--- config.mk ---
export PLATFORM = sky130hd
export DESIGN_NAME = sbb_seq
export DESIGN_NICKNAME = d
export VERILOG_FILES = /design/src/rtl/core/sbb_pkg.sv /design/src/rtl/core/sbb_seq.sv
export SDC_FILE = /design/constraint.sdc
export NUM_CORES = 1
export LEC_CHECK = 0
export ABC_CLOCK_PERIOD_IN_PS = 11100
export CAP_MARGIN = 20
export CORE_MARGIN = 2
export CORE_UTILIZATION = 53
export CTS_BUF_LIST = sky130_fd_sc_hd__clkbuf_16
export CTS_CLUSTER_SIZE = 30
export DETAILED_ROUTE_END_ITERATION = 10
export DONT_BUFFER_PORTS = 1
export GPL_TIMING_DRIVEN = 0
export HOLD_SLACK_MARGIN = 0.06
export PLACE_DENSITY = 0.78
export SLEW_MARGIN = 20
export SYNTH_ARGS = -nofsm -noshare
export SYNTH_HDL_FRONTEND = slang
export SYNTH_SLANG_ARGS = --single-unit
export TNS_END_PERCENT = 100
--- constraint.sdc ---
create_clock -name clock -period 11.1 [get_ports clock]
set_input_delay 0.555 -clock clock [delete_from_list [all_inputs] [get_ports clock]]
set_output_delay 0.555 -clock clock [all_outputs]
set_load 0.02 [all_outputs]
--- src/rtl/core/sbb_pkg.sv ---
`default_nettype none

package sbb_pkg;

   // Frame geometry limits
   localparam int MAX_WIDTH  = 256;
   localparam int MAX_HEIGHT = 256;
   localparam int MIN_DIM    = 4;

   localparam int CFG_W     = 9;
   localparam int DIM_W_W   = $clog2(MAX_WIDTH + 1);
   localparam int DIM_H_W   = $clog2(MAX_HEIGHT + 1);
   localparam int X_W       = $clog2(MAX_WIDTH);
   localparam int Y_W       = $clog2(MAX_HEIGHT);
   localparam int DEPTH     = MAX_WIDTH * MAX_HEIGHT;
   localparam int ADDR_W    = $clog2(DEPTH);
   localparam int CNT_W     = $clog2(DEPTH + 1);
   localparam int DIV_CNT_W = $clog2(CNT_W);

   // Pixel and filter arithmetic
   localparam int CH_W    = 8;
   localparam int PIX_W   = 3 * CH_W;
   localparam int TAPS    = 5;
   localparam int TAP_W   = 3;
   localparam int CENTRE  = 2;
   localparam int SUM_W   = 12;
   localparam int SHIFT   = 4;
   localparam int ROUND   = 8;

   // Configuration port
   localparam int PADDR_W   = 3;
   localparam int PDATA_W   = 32;
   localparam logic [CFG_W-1:0] CFG_RESET = 9'd256;
   localparam logic REG_WIDTH  = 1'b0;
   localparam logic REG_HEIGHT = 1'b1;

   // Request kinds
   localparam logic KIND_LOAD  = 1'b0;
   localparam logic KIND_FETCH = 1'b1;

   typedef enum logic [2:0] {
      ST_IDLE,
      ST_DIV,
      ST_INIT,
      ST_ROW,
      ST_READ,
      ST_DRAIN,
      ST_DONE
   } sbb_state_type;

   typedef struct packed {
      logic [DIM_W_W-1:0] width;
      logic [DIM_H_W-1:0] height;
      logic [CNT_W-1:0]   total;
   } sbb_geom_type;

   typedef struct packed {
      logic             valid;
      logic [TAP_W-1:0] tap;
      logic [TAP_W-1:0] row;
   } sbb_tag_type;

   function automatic logic [DIM_W_W-1:0] clamp_width(input logic [CFG_W-1:0] v);
      logic [DIM_W_W-1:0] r;
      if (v < CFG_W'(MIN_DIM)) begin
         r = DIM_W_W'(MIN_DIM);
      end else if (32'(v) > MAX_WIDTH) begin
         r = DIM_W_W'(MAX_WIDTH);
      end else begin
         r = DIM_W_W'(v);
      end
      return r;
   endfunction

   function automatic logic [DIM_H_W-1:0] clamp_height(input logic [CFG_W-1:0] v);
      logic [DIM_H_W-1:0] r;
      if (v < CFG_W'(MIN_DIM)) begin
         r = DIM_H_W'(MIN_DIM);
      end else if (32'(v) > MAX_HEIGHT) begin
         r = DIM_H_W'(MAX_HEIGHT);
      end else begin
         r = DIM_H_W'(v);
      end
      return r;
   endfunction

   // Binomial weights 1 4 6 4 1
   function automatic logic [2:0] kernel(input logic [TAP_W-1:0] i);
      logic [2:0] k;
      case (i)
         3'd0, 3'd4: k = 3'd1;
         3'd1, 3'd3: k = 3'd4;
         3'd2:       k = 3'd6;
         default:    k = 3'd0;
      endcase
      return k;
   endfunction

endpackage

`default_nettype wire

--- src/rtl/core/sbb_seq.sv ---
`default_nettype none

module sbb_seq import sbb_pkg::*; (
   input  wire logic              clock,
   input  wire logic              reset,
   input  wire logic              start,
   output logic                   busy,
   input  wire logic              req_kind,
   input  wire logic [PIX_W-1:0]  req_pixel,
   input  wire sbb_geom_type      geom,
   output logic                   wr_en,
   output logic      [ADDR_W-1:0] wr_addr,
   output logic      [PIX_W-1:0]  wr_data,
   output logic      [ADDR_W-1:0] rd_addr,
   output sbb_tag_type            tag,
   input  wire logic [PIX_W-1:0]  result,
   output logic                   rsp_valid,
   output logic      [PIX_W-1:0]  rsp_pixel,
   output logic                   rsp_last
);

   sbb_state_type        state_ff, state_in;
   logic [CNT_W-1:0]     load_count_ff, load_count_in;
   logic [CNT_W-1:0]     read_count_ff, read_count_in;
   logic [X_W-1:0]       x_ff, x_in;
   logic [Y_W-1:0]       y_ff, y_in;
   logic [DIM_W_W-1:0]   geo_w_ff, geo_w_in;
   logic [DIM_W_W-1:0]   div_rem_ff, div_rem_in;
   logic [CNT_W-1:0]     div_quo_ff, div_quo_in;
   logic [DIV_CNT_W-1:0] div_cnt_ff, div_cnt_in;
   logic [Y_W-1:0]       ny_ff, ny_in;
   logic [X_W-1:0]       nx_ff, nx_in;
   logic [X_W-1:0]       nx0_ff, nx0_in;
   logic [TAP_W-1:0]     row_ff, row_in;
   logic [TAP_W-1:0]     tap_ff, tap_in;
   logic [ADDR_W-1:0]    row_base_ff, row_base_in;
   sbb_tag_type          tag_ff, tag_in;
   logic                 rsp_valid_ff, rsp_valid_in;
   logic [PIX_W-1:0]     rsp_pixel_ff, rsp_pixel_in;
   logic                 rsp_last_ff, rsp_last_in;

   logic                 accept;
   logic                 frame_full;
   logic [DIM_W_W:0]     rem_shift;
   logic                 div_ge;
   logic [DIM_W_W:0]     rem_sub;
   logic [CNT_W-1:0]     quo_next;
   logic [DIM_H_W:0]     ny_wrap;
   logic [DIM_W_W:0]     nx_wrap;

   assign busy       = (state_ff != ST_IDLE);
   assign accept     = start && !busy;
   assign frame_full = (load_count_ff >= geom.total);

   // One restoring division step: remainder gives column, quotient row
   assign rem_shift = {div_rem_ff, div_quo_ff[CNT_W-1]};
   assign div_ge    = (rem_shift >= {1'b0, geom.width});
   assign rem_sub   = div_ge ? rem_shift - {1'b0, geom.width} : rem_shift;
   assign quo_next  = {div_quo_ff[CNT_W-2:0], div_ge};

   // Window start, two rows up and two columns left, wrapped
   assign ny_wrap = (DIM_H_W+1)'(y_ff) + (DIM_H_W+1)'(geom.height) - (DIM_H_W+1)'(CENTRE);
   assign nx_wrap = (DIM_W_W+1)'(x_ff) + (DIM_W_W+1)'(geom.width) - (DIM_W_W+1)'(CENTRE);

   assign wr_addr = load_count_ff[ADDR_W-1:0];
   assign wr_data = req_pixel;
   assign rd_addr = row_base_ff + ADDR_W'(nx_ff);
   assign tag     = tag_ff;

   always_comb begin
      state_in      = state_ff;
      load_count_in = load_count_ff;
      read_count_in = read_count_ff;
      x_in          = x_ff;
      y_in          = y_ff;
      geo_w_in      = geo_w_ff;
      div_rem_in    = div_rem_ff;
      div_quo_in    = div_quo_ff;
      div_cnt_in    = div_cnt_ff;
      ny_in         = ny_ff;
      nx_in         = nx_ff;
      nx0_in        = nx0_ff;
      row_in        = row_ff;
      tap_in        = tap_ff;
      row_base_in   = row_base_ff;
      tag_in        = '0;
      rsp_valid_in  = 1'b0;
      rsp_pixel_in  = rsp_pixel_ff;
      rsp_last_in   = rsp_last_ff;
      wr_en         = 1'b0;

      case (state_ff)
         ST_IDLE: begin
            if (accept && req_kind == KIND_LOAD && !frame_full) begin
               // Store the word and advance the fill pointer
               wr_en         = 1'b1;
               load_count_in = load_count_ff + 1'b1;
            end else if (accept && req_kind == KIND_FETCH && frame_full) begin
               if (read_count_ff >= geom.total) begin
                  read_count_in = '0;
                  x_in          = '0;
                  y_in          = '0;
                  geo_w_in      = geom.width;
                  state_in      = ST_INIT;
               end else if (geo_w_ff != geom.width) begin
                  // Width changed: rebuild column and row from the count
                  div_rem_in = '0;
                  div_quo_in = read_count_ff;
                  div_cnt_in = '0;
                  state_in   = ST_DIV;
               end else begin
                  state_in = ST_INIT;
               end
            end
         end

         ST_DIV: begin
            div_rem_in = rem_sub[DIM_W_W-1:0];
            div_quo_in = quo_next;
            div_cnt_in = div_cnt_ff + 1'b1;
            if (div_cnt_ff == DIV_CNT_W'(CNT_W - 1)) begin
               x_in     = rem_sub[X_W-1:0];
               y_in     = quo_next[Y_W-1:0];
               geo_w_in = geom.width;
               state_in = ST_INIT;
            end
         end

         ST_INIT: begin
            ny_in  = (y_ff >= Y_W'(CENTRE)) ? y_ff - Y_W'(CENTRE) : ny_wrap[Y_W-1:0];
            nx0_in = (x_ff >= X_W'(CENTRE)) ? x_ff - X_W'(CENTRE) : nx_wrap[X_W-1:0];
            nx_in  = (x_ff >= X_W'(CENTRE)) ? x_ff - X_W'(CENTRE) : nx_wrap[X_W-1:0];
            row_in = '0;
            tap_in = '0;
            state_in = ST_ROW;
         end

         ST_ROW: begin
            row_base_in = ADDR_W'(ny_ff) * ADDR_W'(geom.width);
            state_in    = ST_READ;
         end

         ST_READ: begin
            // Issue one neighbour read; tag travels with the read data
            tag_in.valid = 1'b1;
            tag_in.tap   = tap_ff;
            tag_in.row   = row_ff;
            nx_in  = (DIM_W_W'(nx_ff) == geom.width - 1'b1) ? '0 : nx_ff + 1'b1;
            tap_in = tap_ff + 1'b1;
            if (tap_ff == TAP_W'(TAPS - 1)) begin
               tap_in = '0;
               nx_in  = nx0_ff;
               ny_in  = (DIM_H_W'(ny_ff) == geom.height - 1'b1) ? '0 : ny_ff + 1'b1;
               row_in = row_ff + 1'b1;
               state_in = (row_ff == TAP_W'(TAPS - 1)) ? ST_DRAIN : ST_ROW;
            end
         end

         ST_DRAIN: begin
            state_in = ST_DONE;
         end

         ST_DONE: begin
            rsp_valid_in = 1'b1;
            rsp_pixel_in = result;
            if (read_count_ff + 1'b1 == geom.total) begin
               // Frame finished: flag it and start over
               rsp_last_in   = 1'b1;
               read_count_in = '0;
               load_count_in = '0;
               x_in          = '0;
               y_in          = '0;
               geo_w_in      = geom.width;
            end else begin
               rsp_last_in   = 1'b0;
               read_count_in = read_count_ff + 1'b1;
               if (DIM_W_W'(x_ff) == geom.width - 1'b1) begin
                  x_in = '0;
                  y_in = y_ff + 1'b1;
               end else begin
                  x_in = x_ff + 1'b1;
               end
            end
            state_in = ST_IDLE;
         end

         default: begin
            state_in = ST_IDLE;
         end
      endcase
   end

   // Control state
   always_ff @(posedge clock) begin
      if (reset) begin
         state_ff      <= ST_IDLE;
         load_count_ff <= '0;
         read_count_ff <= '0;
         x_ff          <= '0;
         y_ff          <= '0;
         geo_w_ff      <= clamp_width(CFG_RESET);
         div_cnt_ff    <= '0;
         row_ff        <= '0;
         tap_ff        <= '0;
         tag_ff        <= '0;
         rsp_valid_ff  <= 1'b0;
      end else begin
         state_ff      <= state_in;
         load_count_ff <= load_count_in;
         read_count_ff <= read_count_in;
         x_ff          <= x_in;
         y_ff          <= y_in;
         geo_w_ff      <= geo_w_in;
         div_cnt_ff    <= div_cnt_in;
         row_ff        <= row_in;
         tap_ff        <= tap_in;
         tag_ff        <= tag_in;
         rsp_valid_ff  <= rsp_valid_in;
      end
   end

   // Datapath registers
   always_ff @(posedge clock) begin
      div_rem_ff   <= div_rem_in;
      div_quo_ff   <= div_quo_in;
      ny_ff        <= ny_in;
      nx_ff        <= nx_in;
      nx0_ff       <= nx0_in;
      row_base_ff  <= row_base_in;
      rsp_pixel_ff <= rsp_pixel_in;
      rsp_last_ff  <= rsp_last_in;
   end

   assign rsp_valid = rsp_valid_ff;
   assign rsp_pixel = rsp_pixel_ff;
   assign rsp_last  = rsp_last_ff;

endmodule

`default_nettype wire

Word level (Yosys, flattened, before mapping)
Cells that the tools add are included.
{"block": "word_totals", "elab_cells": 160, "out_inout_bits": 91, "reg_bits": 172}
{"block": "classes", "n_lt_le_gt_ge": 5, "muxes": 66, "add_sub_neg": 19, "mul": 1, "reduce_logical": 22, "bitwise_logic": 2, "n_eq_ne": 24}
{"operator": "two-way mux 17 bit", "n": 10}
{"operator": "two-way mux 8 bit", "n": 15}
{"operator": "one-hot mux 17 bit (2 select lines)", "n": 3}
{"operator": "two-way mux 9 bit", "n": 10}
{"operator": "one-hot mux 8 bit (3 select lines)", "n": 2}
{"operator": "adder 17 x 1 -> 17 bit (second input constant)", "n": 2}
{"operator": ">= comparator 17 bit", "n": 2}
{"operator": "adder 8 x 1 -> 8 bit (second input constant)", "n": 4}
{"operator": "one-hot mux 8 bit (2 select lines)", "n": 2}
{"operator": "subtractor 8 x 2 -> 8 bit (second input constant)", "n": 4}
{"operator": "== test 8 x 9 -> 1 bit", "n": 3}
{"operator": "one-hot mux 9 bit (3 select lines)", "n": 1}
{"operator": "two-way mux 3 bit", "n": 7}
{"operator": "two-way mux 5 bit", "n": 4}
{"operator": "inequality test 2 bit (second input constant)", "n": 9}
{"operator": "one-hot mux 3 bit (6 select lines)", "n": 1}
{"operator": "one-hot mux 9 bit (2 select lines)", "n": 1}
{"operator": "subtractor 9 x 1 -> 9 bit (second input constant)", "n": 2}
{"operator": "== test 17 bit", "n": 1}
{"operator": "adder 16 x 8 -> 16 bit", "n": 1}
{"operator": "adder 8 bit", "n": 2}
{"operator": ">= comparator 8 x 2 -> 1 bit (second input constant)", "n": 2}
{"operator": "multiplier 8 x 9 -> 16 bit", "n": 1}
{"operator": "== test 3 bit (second input constant)", "n": 5}
{"operator": "26 further kinds", "n": 45}

Longest topological paths before layout
Gate-level depths: netlist of run 1.
{"block": "depth", "depth_word": 8, "depth_mapped": 21}

Worst setup path after synthesis of run 1
OpenSTA, ideal clock, no wires.
{"block": "synth_timing", "path_type": "input port to flip-flop", "startpoint": "in geom[26] in the netlist's numbering", "endpoint": "reg row_base_ff[12], data pin", "arrival_ns": 4.418, "path_slack_ns": 6.423, "required_ns": 10.841, "setup_ns": 0.259, "path_stages": 16, "cell_sequence": "clkbuf_1 -> nand2_1 -> fa_1 -> fa_1 -> inv_1 -> fa_1 -> inv_1 -> fa_1 -> inv_1 -> ha_1 -> a21boi_0 -> o311a_1 -> o21a_1 -> o21ai_0 -> nor2b_1 -> xnor2_1"}
{"block": "synth_between", "elab_chain_len": 1}
{"item": "start: declaration", "line_no": "sbb_seq.sv:10", "source": "input wire sbb_geom_type geom,"}
{"item": "multiplier 8 x 9 -> 16 bit", "line_no": "sbb_seq.sv:139", "source": "row_base_in = ADDR_W'(ny_ff) * ADDR_W'(geom.width);"}
{"item": "end signal: assignment", "line_no": "sbb_seq.sv:229", "source": "row_base_ff <= row_base_in;"}
{"item": "end: declaration", "line_no": "sbb_seq.sv:36", "source": "logic [ADDR_W-1:0] row_base_ff, row_base_in;"}
No other way between the ends.
A chain may end at the register's enable or synchronous reset.

Worst setup path after layout of run 1
{"block": "layout_timing", "startpoint": "reg ny_ff[2]", "endpoint": "reg row_base_ff[14], data pin"}
{"block": "layout_between", "elab_chain_len": 1}
{"item": "start: declaration", "line_no": "sbb_seq.sv:31", "source": "logic [Y_W-1:0] ny_ff, ny_in;"}
{"item": "start signal: assignment", "line_no": "sbb_seq.sv:226", "source": "ny_ff <= ny_in;"}
{"item": "multiplier 8 x 9 -> 16 bit", "line_no": "sbb_seq.sv:139"}
No other way between the ends.

==> results.sh, run 1 <==
export IMPL_outcome="finished, final reports clean"
export IMPL_rsz0062_at_grt="false"
export IMPL_placeableCoreArea_um2=25300
export IMPL_grt_max_degree=34
export IMPL_die_h_um=165
export IMPL_setup_viol_count_final=0
export IMPL_grt_pass1_vias=10500
export IMPL_cts_resized_gates=0
export IMPL_finalHoldViolCount=0
export IMPL_max_cap_violations=0
export IMPL_rows=58
export IMPL_cts_tree="yes"
export IMPL_slew_violations=0
export IMPL_path_max_fanout=9
export IMPL_place_gp_congestion=0.907
export IMPL_start_util_pct=54.1
export IMPL_p_leak_nw=6.38
export IMPL_grt_usage_pct=24.0
export IMPL_worstSetupStartpoint="ny_ff[2]$_DFFE_PP_"
export IMPL_die_x_um=165
export IMPL_synth_edff_count=91
export IMPL_overflow=0
export IMPL_min_period_ps=5210
export IMPL_synthesis_area_um2=13700
export IMPL_crit_arrival_ps=5400
export IMPL_finClkSkew_ps=12.5
export IMPL_drive_above_1_share_pct=7.35
export IMPL_area_growth_pct=7.36
export IMPL_cts_hold_buffers_added=0
export IMPL_n_antenna_cell=0
export IMPL_fillers=2187
export IMPL_yosys_warnings=0
export IMPL_clkSinkCount=172
export IMPL_post_cts_setup_buffer_count=0
export IMPL_cp_required_ps=11290
export IMPL_clock_latency_ps=440
export IMPL_worst_setup_path_end_kind="flop"
export IMPL_vias=11100
export IMPL_worstHoldStart="result[3]"
export IMPL_fin_crit_sh_pct=46.9
export IMPL_peakVddDrop_uv=77.9
export IMPL_io_buffers=0
export IMPL_grt_pass1_wl_um=51800
export IMPL_netlist_instances=1546
export IMPL_reg2reg_from="ny_ff[2]$_DFFE_PP_"
export IMPL_drt_antenna_violating_nets=0
export IMPL_ys_seq_elements=172
export IMPL_slew_headroom_pct=25.1
export IMPL_synthesis_nets=1810
export IMPL_cts_made_buffers=17
export IMPL_cts_root_buf="clkbuf_16"
export IMPL_hold_class="in2reg"
export IMPL_p_per_area_nw_per_um2=115
export IMPL_tightest_slew_ps=1110
export IMPL_async_flop_share_pct=0
export IMPL_first_pass_iters=5
export IMPL_routed_wirelength_um=32300
export IMPL_wl_per_cell_um=16.9
export IMPL_ys_types=73
export IMPL_antenna_found_initial=0
export IMPL_final_core_util_pct=58.1
export IMPL_ios=178
export IMPL_synth_ff_type="edfxtp_1"
export IMPL_fmax_mhz=192
export IMPL_synth_yosys_seq_area_share_pct=31.8
export IMPL_nNetsFinal=1830
export IMPL_first_iter_violations=933
export IMPL_hpwl_um=25200
export IMPL_syn_area_per_cell_um2=8.87
export IMPL_route_detailed_drc=0
export IMPL_cts_htree_levels=4
export IMPL_startpoint_type="flop"
export IMPL_clkSlewWorstSetupHoldPaths_ps=70
export IMPL_mostFrequentLayoutCell="inv_1"
export IMPL_fin_setup_tns_ps=0
export IMPL_crit_type="reg2reg"
export IMPL_clockBufferDepth=2
export IMPL_final_cell_mix="inv_1 (174), ha_1 (132), nor2_1 (121)"
export IMPL_dieArea_um2=27200
export IMPL_vias_per_cell=5.80
path summary, 6_finish.rpt:
path	slack, ps	to	depth (start not counted)
min	210	rsp_pixel[3]$_DFFE_PP_	0
max reg2reg	5890	row_base_ff[14]$_DFFE_PN_	21
min reg2reg	490	div_cnt_ff[4]$_SDFFE_PP0P_	2
max	5890	row_base_ff[14]$_DFFE_PN_	21
final cells by class:
type	count	area (µm²)	share of cell area (%)
inverter	178	668	4.54
sequential	172	4350	29.6
timing repair buffer	1	15.0	0.102
clock buffer	17	425	2.89
multi-input combinational	1098	8150	55.4
tap	330	413	2.81
buffer	98	547	3.71
clock inverter	15	145	0.986
sequential cells by signal, summed over array words and instances (netlist names), 9 cells and up:
register	cells
div_rem_ff	9
load_count_ff	17
rsp_pixel	24
geo_w_ff	9
div_quo_ff	17
read_count_ff	17
row_base_ff	16
cell families after synthesis:
kind of cell | count (synthesis) | synth area share, %
AOI/OAI and AO/OA | 267 | 12.4
xor gates and xnor gates | 137 | 8.75
adders and majority gates | 177 | 18.6
buffers and inverters | 276 | 8.86
DFF | 172 | 31.8
muxes | 19 | 1.41
and+or+nand+nor | 498 | 18.2
worst max-delay path, cell delays in order, from the launching register on:
cell      delay [ps]
edfxtp_1         330
clkbuf_1         340
clkinv_1         420
nor2_1           190
ha_1             160
inv_1             50
fa_1             530
inv_1             40
ha_1             260
inv_1             50
fa_1             590
inv_1             60
ha_1             280
a21o_1           180
a21oi_1          230
nand2b_1         140
a21boi_0         110
o311a_1          330
o21a_1           190
o21ai_0          220
a21oi_1          120
xor2_1           150
Yosys cell counts (6+ instances only):
cell / count / area, µm²
mux2i_1: 16 / 160
edfxtp_1: 91 / 2730
and2_1: 51 / 319
inv_1: 174 / 653
nand2_1: 116 / 435
fa_1: 45 / 901
dfxtp_1: 81 / 1620
o32ai_1: 6 / 52.6
nand4_1: 29 / 181
nor4_1: 10 / 62.6
xnor2_1: 86 / 753
o21ai_0: 64 / 320
or3_1: 8 / 50.1
or4_1: 6 / 45.0
buf_4: 43 / 323
nand3_1: 45 / 225
a211oi_1: 13 / 97.6
ha_1: 132 / 1650
a21o_1: 15 / 113
nor2b_1: 12 / 75.1
clkbuf_1: 40 / 150
and3_1: 20 / 125
nor3_1: 35 / 175
or2_2: 6 / 37.5
a21oi_1: 81 / 405
nor2_1: 122 / 458
nand3b_1: 10 / 75.1
buf_2: 13 / 65.1
o211ai_1: 7 / 52.6
a22oi_1: 7 / 52.6
nand2b_1: 8 / 50.1
o22ai_1: 11 / 68.8
o21a_1: 6 / 45.0
xor2_1: 51 / 447
a31oi_1: 8 / 50.1
through the flow:
| stage | cells | worst slack [ps] | area, µm² | hold WS, ps | power (mW) |
|---|---|---|---|---|---|
| after floorplan | 1546 | 6420 | 13700 | 447 | 1.03 |
| after global placement | 1876 | 5880 | 14100 | 461 | 1.09 |
| after detailed placement | 1877 | 5860 | 14100 | 474 | 1.11 |
| after CTS | 1909 | 5950 | 14700 | 202 | 1.69 |
| after global routing | 1909 | 5510 | 14700 | 196 | 1.77 |
| final | 1909 | 5890 | 14700 | 209 | 1.69 |
power breakdown:
group	switching (mW)	total, mW	internal (mW)
combinational	0.222	0.388	0.166
clock	0.293	0.593	0.300
sequential	0.00881	0.709	0.700
metal layers:
metal	vias up	share of wire [%]	GRT usage, %
met3	41	7.0	4.47
li1	5333	-	-
met4	0	1.6	6.44
met2	376	48	39.3
met5	-	0	0
met1	5321	44	32.6
(Power assumes the default switching activity.)
==> run 2, diff against run 1 <==
- ABC_AREA: unset -> 1
- ABC_CLOCK_PERIOD_IN_PS: 11100 -> 5250
- clock period: 11.1 -> 5.25 ns (I/O delays scaled with it)
==> run 2 against run 1 <==
  * Die area grew 6.8%
  * Final cell count grew 24%
  * Hold slack lost 40 ps
  * Highest routed layer unchanged
  * Via count grew 17%
  * Wire length grew 14%
  * Core utilization grew 1.0 points
  * Clock-buffer cell count is the same
  * Critical endpoint is now row_base_ff[15]$_DFFE_PN_
  * Clock power grew 130%
  * Setup slack lost 5500 ps
  * Total power grew 100%
==> results.sh, run 2 <==
export IMPL_outcome="finished, final reports clean"
export IMPL_first_pass_iters=8
export IMPL_die_h_um=170
export IMPL_vias=13000
export IMPL_finalHoldViolCount=0
export IMPL_start_util_pct=54.3
export IMPL_post_cts_setup_buffer_count=0
export IMPL_cts_resized_gates=0
export IMPL_yosys_warnings=0
export IMPL_max_cap_violations=0
export IMPL_grt_max_degree=35
export IMPL_synth_top_family_by_area="simple AND/OR/NAND/NOR gates"
export IMPL_fin_setup_tns_ps=0
export IMPL_yosysTopAreaCell="edfxtp_1"
export IMPL_synthTopCellsByArea="edfxtp_1 (19%), nand2_1 (12%), ha_1 (11%)"
export IMPL_placeableCoreArea_um2=27000
export IMPL_async_flop_share_pct=0
export IMPL_muxShareOfSynthArea_pct=0.0683
export IMPL_dp_worst_setup_slack_ps=279
export IMPL_setup_viol_count_final=0
export IMPL_min_period_ps=4900
export IMPL_layout_cells_non_filler=2361
export IMPL_finClkSkew_ps=21.2
export IMPL_hpwl_um=28600
export IMPL_tightest_slew_ps=1020
export IMPL_synth_common_cells="nand2_1 (453), inv_1 (321), nor2_1 (158), nand3_1 (143), ha_1 (132)"
export IMPL_final_core_util_pct=59.1
export IMPL_synth_yosys_seq_area_share_pct=29.7
export IMPL_ios=178
export IMPL_clkSlewWorstSetupHoldPaths_ps=80
export IMPL_overflow=0
export IMPL_area_growth_pct=8.99
export IMPL_rows=60
export IMPL_slew_headroom_pct=32.0
export IMPL_drt_antenna_violating_nets=0
export IMPL_synthesis_area_um2=14700
export IMPL_synth_simple_area_share_pct=26.3
export IMPL_grt_usage_pct=25.8
export IMPL_met1_length_um=15300
export IMPL_setup_ws_ps=347
export IMPL_slew_violations=0
export IMPL_antenna_found_initial=0
export IMPL_synth_fa_ha_area_share_pct=17.4
export IMPL_cp_required_ps=5440
export IMPL_grt_pass1_wl_um=60100
export IMPL_grt_pass1_vias=12400
export IMPL_netlist_instances=1965
export IMPL_synth_ff_type="edfxtp_1"
export IMPL_n_antenna_cell=0
export IMPL_clock_latency_ps=460
export IMPL_wl_met2_um=18200
export IMPL_nNetsFinal=2271
export IMPL_syn_area_per_cell_um2=7.46
export IMPL_rsz0062_at_grt="false"
export IMPL_path_max_fanout=10
export IMPL_vias_per_cell=5.49
export IMPL_route_detailed_drc=0
export IMPL_synth_xor_area_share_pct=6.49
export IMPL_largest_reg_flops=24
export IMPL_hold_class="in2reg"
export IMPL_worst_setup_path_end_kind="flop"
export IMPL_fin_crit_sh_pct=93.4
export IMPL_first_iter_violations=1082
export IMPL_synthesis_nets=2229
export IMPL_ys_seq_elements=172
export IMPL_synth_top_area_share_pct=18.6
export IMPL_mostFrequentLayoutCell="nand2_1"
export IMPL_wl_per_cell_um=15.6
export IMPL_drive_above_1_share_pct=6.78
export IMPL_fmax_mhz=204
export IMPL_dp_cells=2308
export IMPL_crit_arrival_ps=5090
export IMPL_routed_wirelength_um=36900
export IMPL_place_gp_congestion=0.937
export IMPL_cts_made_buffers=17
export IMPL_synth_compound_area_share_pct=7.89
export IMPL_cts_tree="yes"
export IMPL_clkSinkCount=172
export IMPL_io_buffers=0
export IMPL_ys_types=55
export IMPL_final_cell_mix="nand2_1 (453), inv_1 (321), nor2_1 (158)"
export IMPL_die_x_um=170
export IMPL_clockBufferDepth=2
export IMPL_route_met3_wl_um=2730
export IMPL_yosysMostFrequentCell="nand2_1"
export IMPL_cts_htree_levels=4
export IMPL_startpoint_type="flop"
export IMPL_p_per_area_nw_per_um2=212
export IMPL_crit_type="reg2reg"
export IMPL_dieArea_um2=29000
export IMPL_synth_edff_count=91
export IMPL_top_layer="met4"
export IMPL_p_leak_nw=7.77
export IMPL_cts_root_buf="clkbuf_16"
export IMPL_peakVddDrop_uv=191
-- run 2: kinds of logic after synthesis --
group,Yosys count
AO/OA/AOI/OAI,212
XOR/XNOR,107
adder cells (fa/ha/maj),177
buffers and inverters,420
flip-flops,172
multiplexers,1
AND/OR/NAND/NOR,876
-- run 2: area by class of cell --
type,count,area (µm²)
Fill cell,2438,11000
Multi-Input combinational cell,1373,8540
Sequential cell,172,4350
Inverter,332,1250
Buffer,85,517
Tap cell,341,427
Clock buffer,17,425
Timing Repair Buffer,26,259
Clock inverter,15,206
-- run 2: what timing repair did --
item	4_1_cts	5_1_grt
hold buffers	24	0
setup endpoints to repair	0	1
endpoints found under the hold margin	24	0
-- run 2: metal layers --
layer	global-route usage (%)	vias up
met4	7.84	0
met2	44.9	465
met3	5.30	68
met5	0	-
met1	32.2	6059
li1	-	6361
-- run 2: where the power goes --
part | switching, mW | internal (mW)
Sequential | 0.00148 | 1.43
Clock | 0.686 | 0.660
Combinational | 0.361 | 0.242
-- run 2: metrics by stage --
| stage | power (mW) | cell area, µm² | hold slack (ps) |
|---|---|---|---|
| global placement | 2.02 | 15100 | 361 |
| floorplan | 1.93 | 14700 | 361 |
| finish | 3.38 | 16000 | 168 |
| detailed placement | 2.04 | 15100 | 361 |
| CTS | 3.39 | 16000 | 154 |
| global route | 3.53 | 16000 | 189 |
-- run 2: critical path, stage by stage, from the launching register on --
cell and delay [ps]:
edfxtp_1 410, clkbuf_1 420, nand2_1 130, fa_1 480, fa_1 500, inv_1 60, fa_1 530, inv_1 60
fa_1 540, inv_1 40, ha_1 260, clkbuf_1 250, nand4_1 140, o221ai_1 310, nand2_1 80, nand2_1 100
a21oi_1 70, nor2_1 90, nor2_1 50, xor2_1 130
-- run 2: path summary, 6_finish.rpt --
check	end	cells past startpoint	slack (ps)	from
worst max register to register	row_base_ff[15]$_DFFE_PN_	19	350	ny_ff[2]$_DFFE_PP_
worst min-delay path	geo_w_ff[6]$_SDFFE_PP0P_	4	170	geom[32]
worst max-delay path	row_base_ff[15]$_DFFE_PN_	19	350	ny_ff[2]$_DFFE_PP_
worst min register to register	tap_ff[1]$_SDFFE_PP0P_	2	490	tap_ff[1]$_SDFFE_PP0P_
==> run 3, diff against run 2 <==
- CORE_ASPECT_RATIO: unset -> 1.5
==> run 3 against run 2 <==
  * Maximum frequency up 1.2%
  * Clock-buffer cell count unchanged
  * Combinational power about the same
  * Sequential power about the same
  * Clock power down 3%
  * Core utilization down 0.51 points
  * Total power down 1.1%
  * Wire length up 0.22%
  * Non-clock buffer count down 1
  * Setup slack better by 58 ps
  * Critical path depth unchanged
  * Largest power group unchanged
==> results.sh, run 3 (synthesis results as in run 2) <==
export IMPL_startpoint_type="flop"
export IMPL_reg2reg_to="row_base_ff[15]$_DFFE_PN_"
export IMPL_whs_ps=146
export IMPL_antenna_found_initial=0
export IMPL_fin_setup_tns_ps=0
export IMPL_area_growth_pct=8.83
export IMPL_mostFrequentLayoutCell="nand2_1"
export IMPL_grt_usage_pct=25.7
export IMPL_rsz0062_at_grt="false"
export IMPL_slew_violations=0
export IMPL_hold_class="in2reg"
export IMPL_path_max_fanout=10
export IMPL_clkSlewWorstSetupHoldPaths_ps=80
export IMPL_worstHoldStart="geom[31]"
export IMPL_wl_per_cell_um=15.7
export IMPL_cp_required_ps=5460
export IMPL_peakVddDrop_uv=254
export IMPL_tightest_slew_ps=1020
export IMPL_die_x_um=140
export IMPL_crit_type="reg2reg"
export IMPL_clkSinkCount=172
export IMPL_post_cts_setup_buffer_count=0
export IMPL_ios=178
export IMPL_reg2reg_from="ny_ff[5]$_DFFE_PP_"
export IMPL_grt_max_degree=27
export IMPL_slew_headroom_pct=31.6
export IMPL_max_cap_violations=0
export IMPL_worstHoldEndpoint="geo_w_ff[5]$_SDFFE_PP0P_"
export IMPL_cts_made_buffers=17
export IMPL_fmax_mhz=206
export IMPL_n_antenna_cell=0
export IMPL_finalHoldViolCount=0
export IMPL_route_detailed_drc=0
export IMPL_reg2regPathDepth=19
export IMPL_worst_setup_path_end_kind="flop"
export IMPL_largest_reg_flops=24
export IMPL_dieArea_um2=29000
export IMPL_cts_htree_levels=4
export IMPL_cts_root_buf="clkbuf_16"
export IMPL_min_period_ps=4840
export IMPL_p_leak_nw=7.77
export IMPL_grt_pass1_vias=12900
export IMPL_drive_above_1_share_pct=6.84
export IMPL_outcome="finished, final reports clean"
export IMPL_nNetsFinal=2270
export IMPL_first_pass_iters=7
export IMPL_finClkSkew_ps=9.38
export IMPL_grt_pass1_wl_um=61000
export IMPL_io_buffers=0
export IMPL_cts_tree="yes"
export IMPL_fin_crit_sh_pct=92.3
export IMPL_placeableCoreArea_um2=27200
export IMPL_vias_per_cell=5.43
export IMPL_hold_path_depth=4
export IMPL_first_iter_violations=706
export IMPL_p_per_area_nw_per_um2=210
export IMPL_clock_latency_ps=450
export IMPL_clockBufferDepth=2
export IMPL_routed_wirelength_um=37000
export IMPL_die_h_um=208
export IMPL_setup_viol_count_final=0
export IMPL_vias=12800
export IMPL_start_util_pct=53.9
export IMPL_place_gp_congestion=0.943
export IMPL_overflow=0
export IMPL_fillers=2451
export IMPL_rows=74
export IMPL_drt_antenna_violating_nets=0
export IMPL_final_cell_mix="nand2_1 (453), inv_1 (321), nor2_1 (158)"
export IMPL_rrSetupSlack_ps=410
export IMPL_hpwl_um=29400
export IMPL_crit_arrival_ps=5050
[run 3: changes by cell type in the layout (fill, tap and decap cells not counted), sizes merged]
cell,change
clkinvlp,+1
clkbuf,-2
bufinv,+1
clkinv,-5
buf,+1
inv,+3
[run 3: repair_timing]
item	4_1_cts	5_1_grt
endpoints found under the hold margin	24	0
endpoints found under the setup margin	0	1
gates resized for setup	0	0
hold buffers	24	0
[run 3: routing by layer]
metal  global-route usage, %  part of all wire, %  up-vias
li1                        -                    -     6362
met1                    27.4                   37     5894
met2                    48.3                   53      434
met3                    4.41                  5.5      132
met4                    12.8                  4.5        0
met5                       0                    0        -
[run 3: worst max path at each step]
stage	slack, ps	start	depth (start not counted)	end
2_1_floorplan	740	ny_ff[7]$_DFFE_PP_	19	row_base_ff[15]$_DFFE_PN_
3_3_place_gp	280	ny_ff[7]$_DFFE_PP_	19	row_base_ff[15]$_DFFE_PN_
3_5_place_dp	260	ny_ff[7]$_DFFE_PP_	19	row_base_ff[15]$_DFFE_PN_
4_1_cts	250	ny_ff[7]$_DFFE_PP_	19	row_base_ff[15]$_DFFE_PN_
5_1_grt	40	ny_ff[5]$_DFFE_PP_	19	row_base_ff[15]$_DFFE_PN_
6_report	410	ny_ff[5]$_DFFE_PP_	19	row_base_ff[15]$_DFFE_PN_
[run 3: through the flow]
step | utilization [%] | power, mW | setup WS, ps | std cells | instance area (µm²)
after global placement | 55.4 | 2.03 | 281 | 2307 | 15100
after CTS | 58.7 | 3.36 | 253 | 2366 | 16000
after detailed placement | 55.6 | 2.05 | 256 | 2310 | 15100
after global routing | 58.6 | 3.49 | 44.7 | 2361 | 16000
after floorplan | - | 1.93 | 738 | 1965 | 14700
final | 58.6 | 3.35 | 405 | 2361 | 16000
[run 3: final cells by class]
class | instances | area (µm²) | area share (%)
Multi-Input combinational cell | 1373 | 8540 | 53.5
Sequential cell | 172 | 4350 | 27.3
Inverter | 332 | 1250 | 7.86
Buffer | 83 | 509 | 3.19
Tap cell | 342 | 428 | 2.68
Clock buffer | 17 | 425 | 2.67
Timing Repair Buffer | 27 | 283 | 1.77
Clock inverter | 15 | 166 | 1.04
[run 3: power breakdown]
| part | leakage (nW) | switching (mW) | internal, mW |
|---|---|---|---|
| logic | 5.94 | 0.363 | 0.241 |
| registers | 1.53 | 0.00132 | 1.43 |
| clock network | 0.291 | 0.628 | 0.681 |
| total | 7.77 | 0.991 | 2.36 |
[run 3: worst max-delay path: stages, from the launching register on]
cell      delay [ps]
edfxtp_1         340
clkbuf_1         400
nand2_1          140
fa_1             470
fa_1             540
inv_1             50
fa_1             530
inv_1             60
fa_1             520
inv_1             40
ha_1             260
clkbuf_1         280
nand4_1          130
o221ai_1         290
nand2_1           90
nand2_1          100
a21oi_1           70
nor2_1            90
nor2_1            50
xor2_1           130
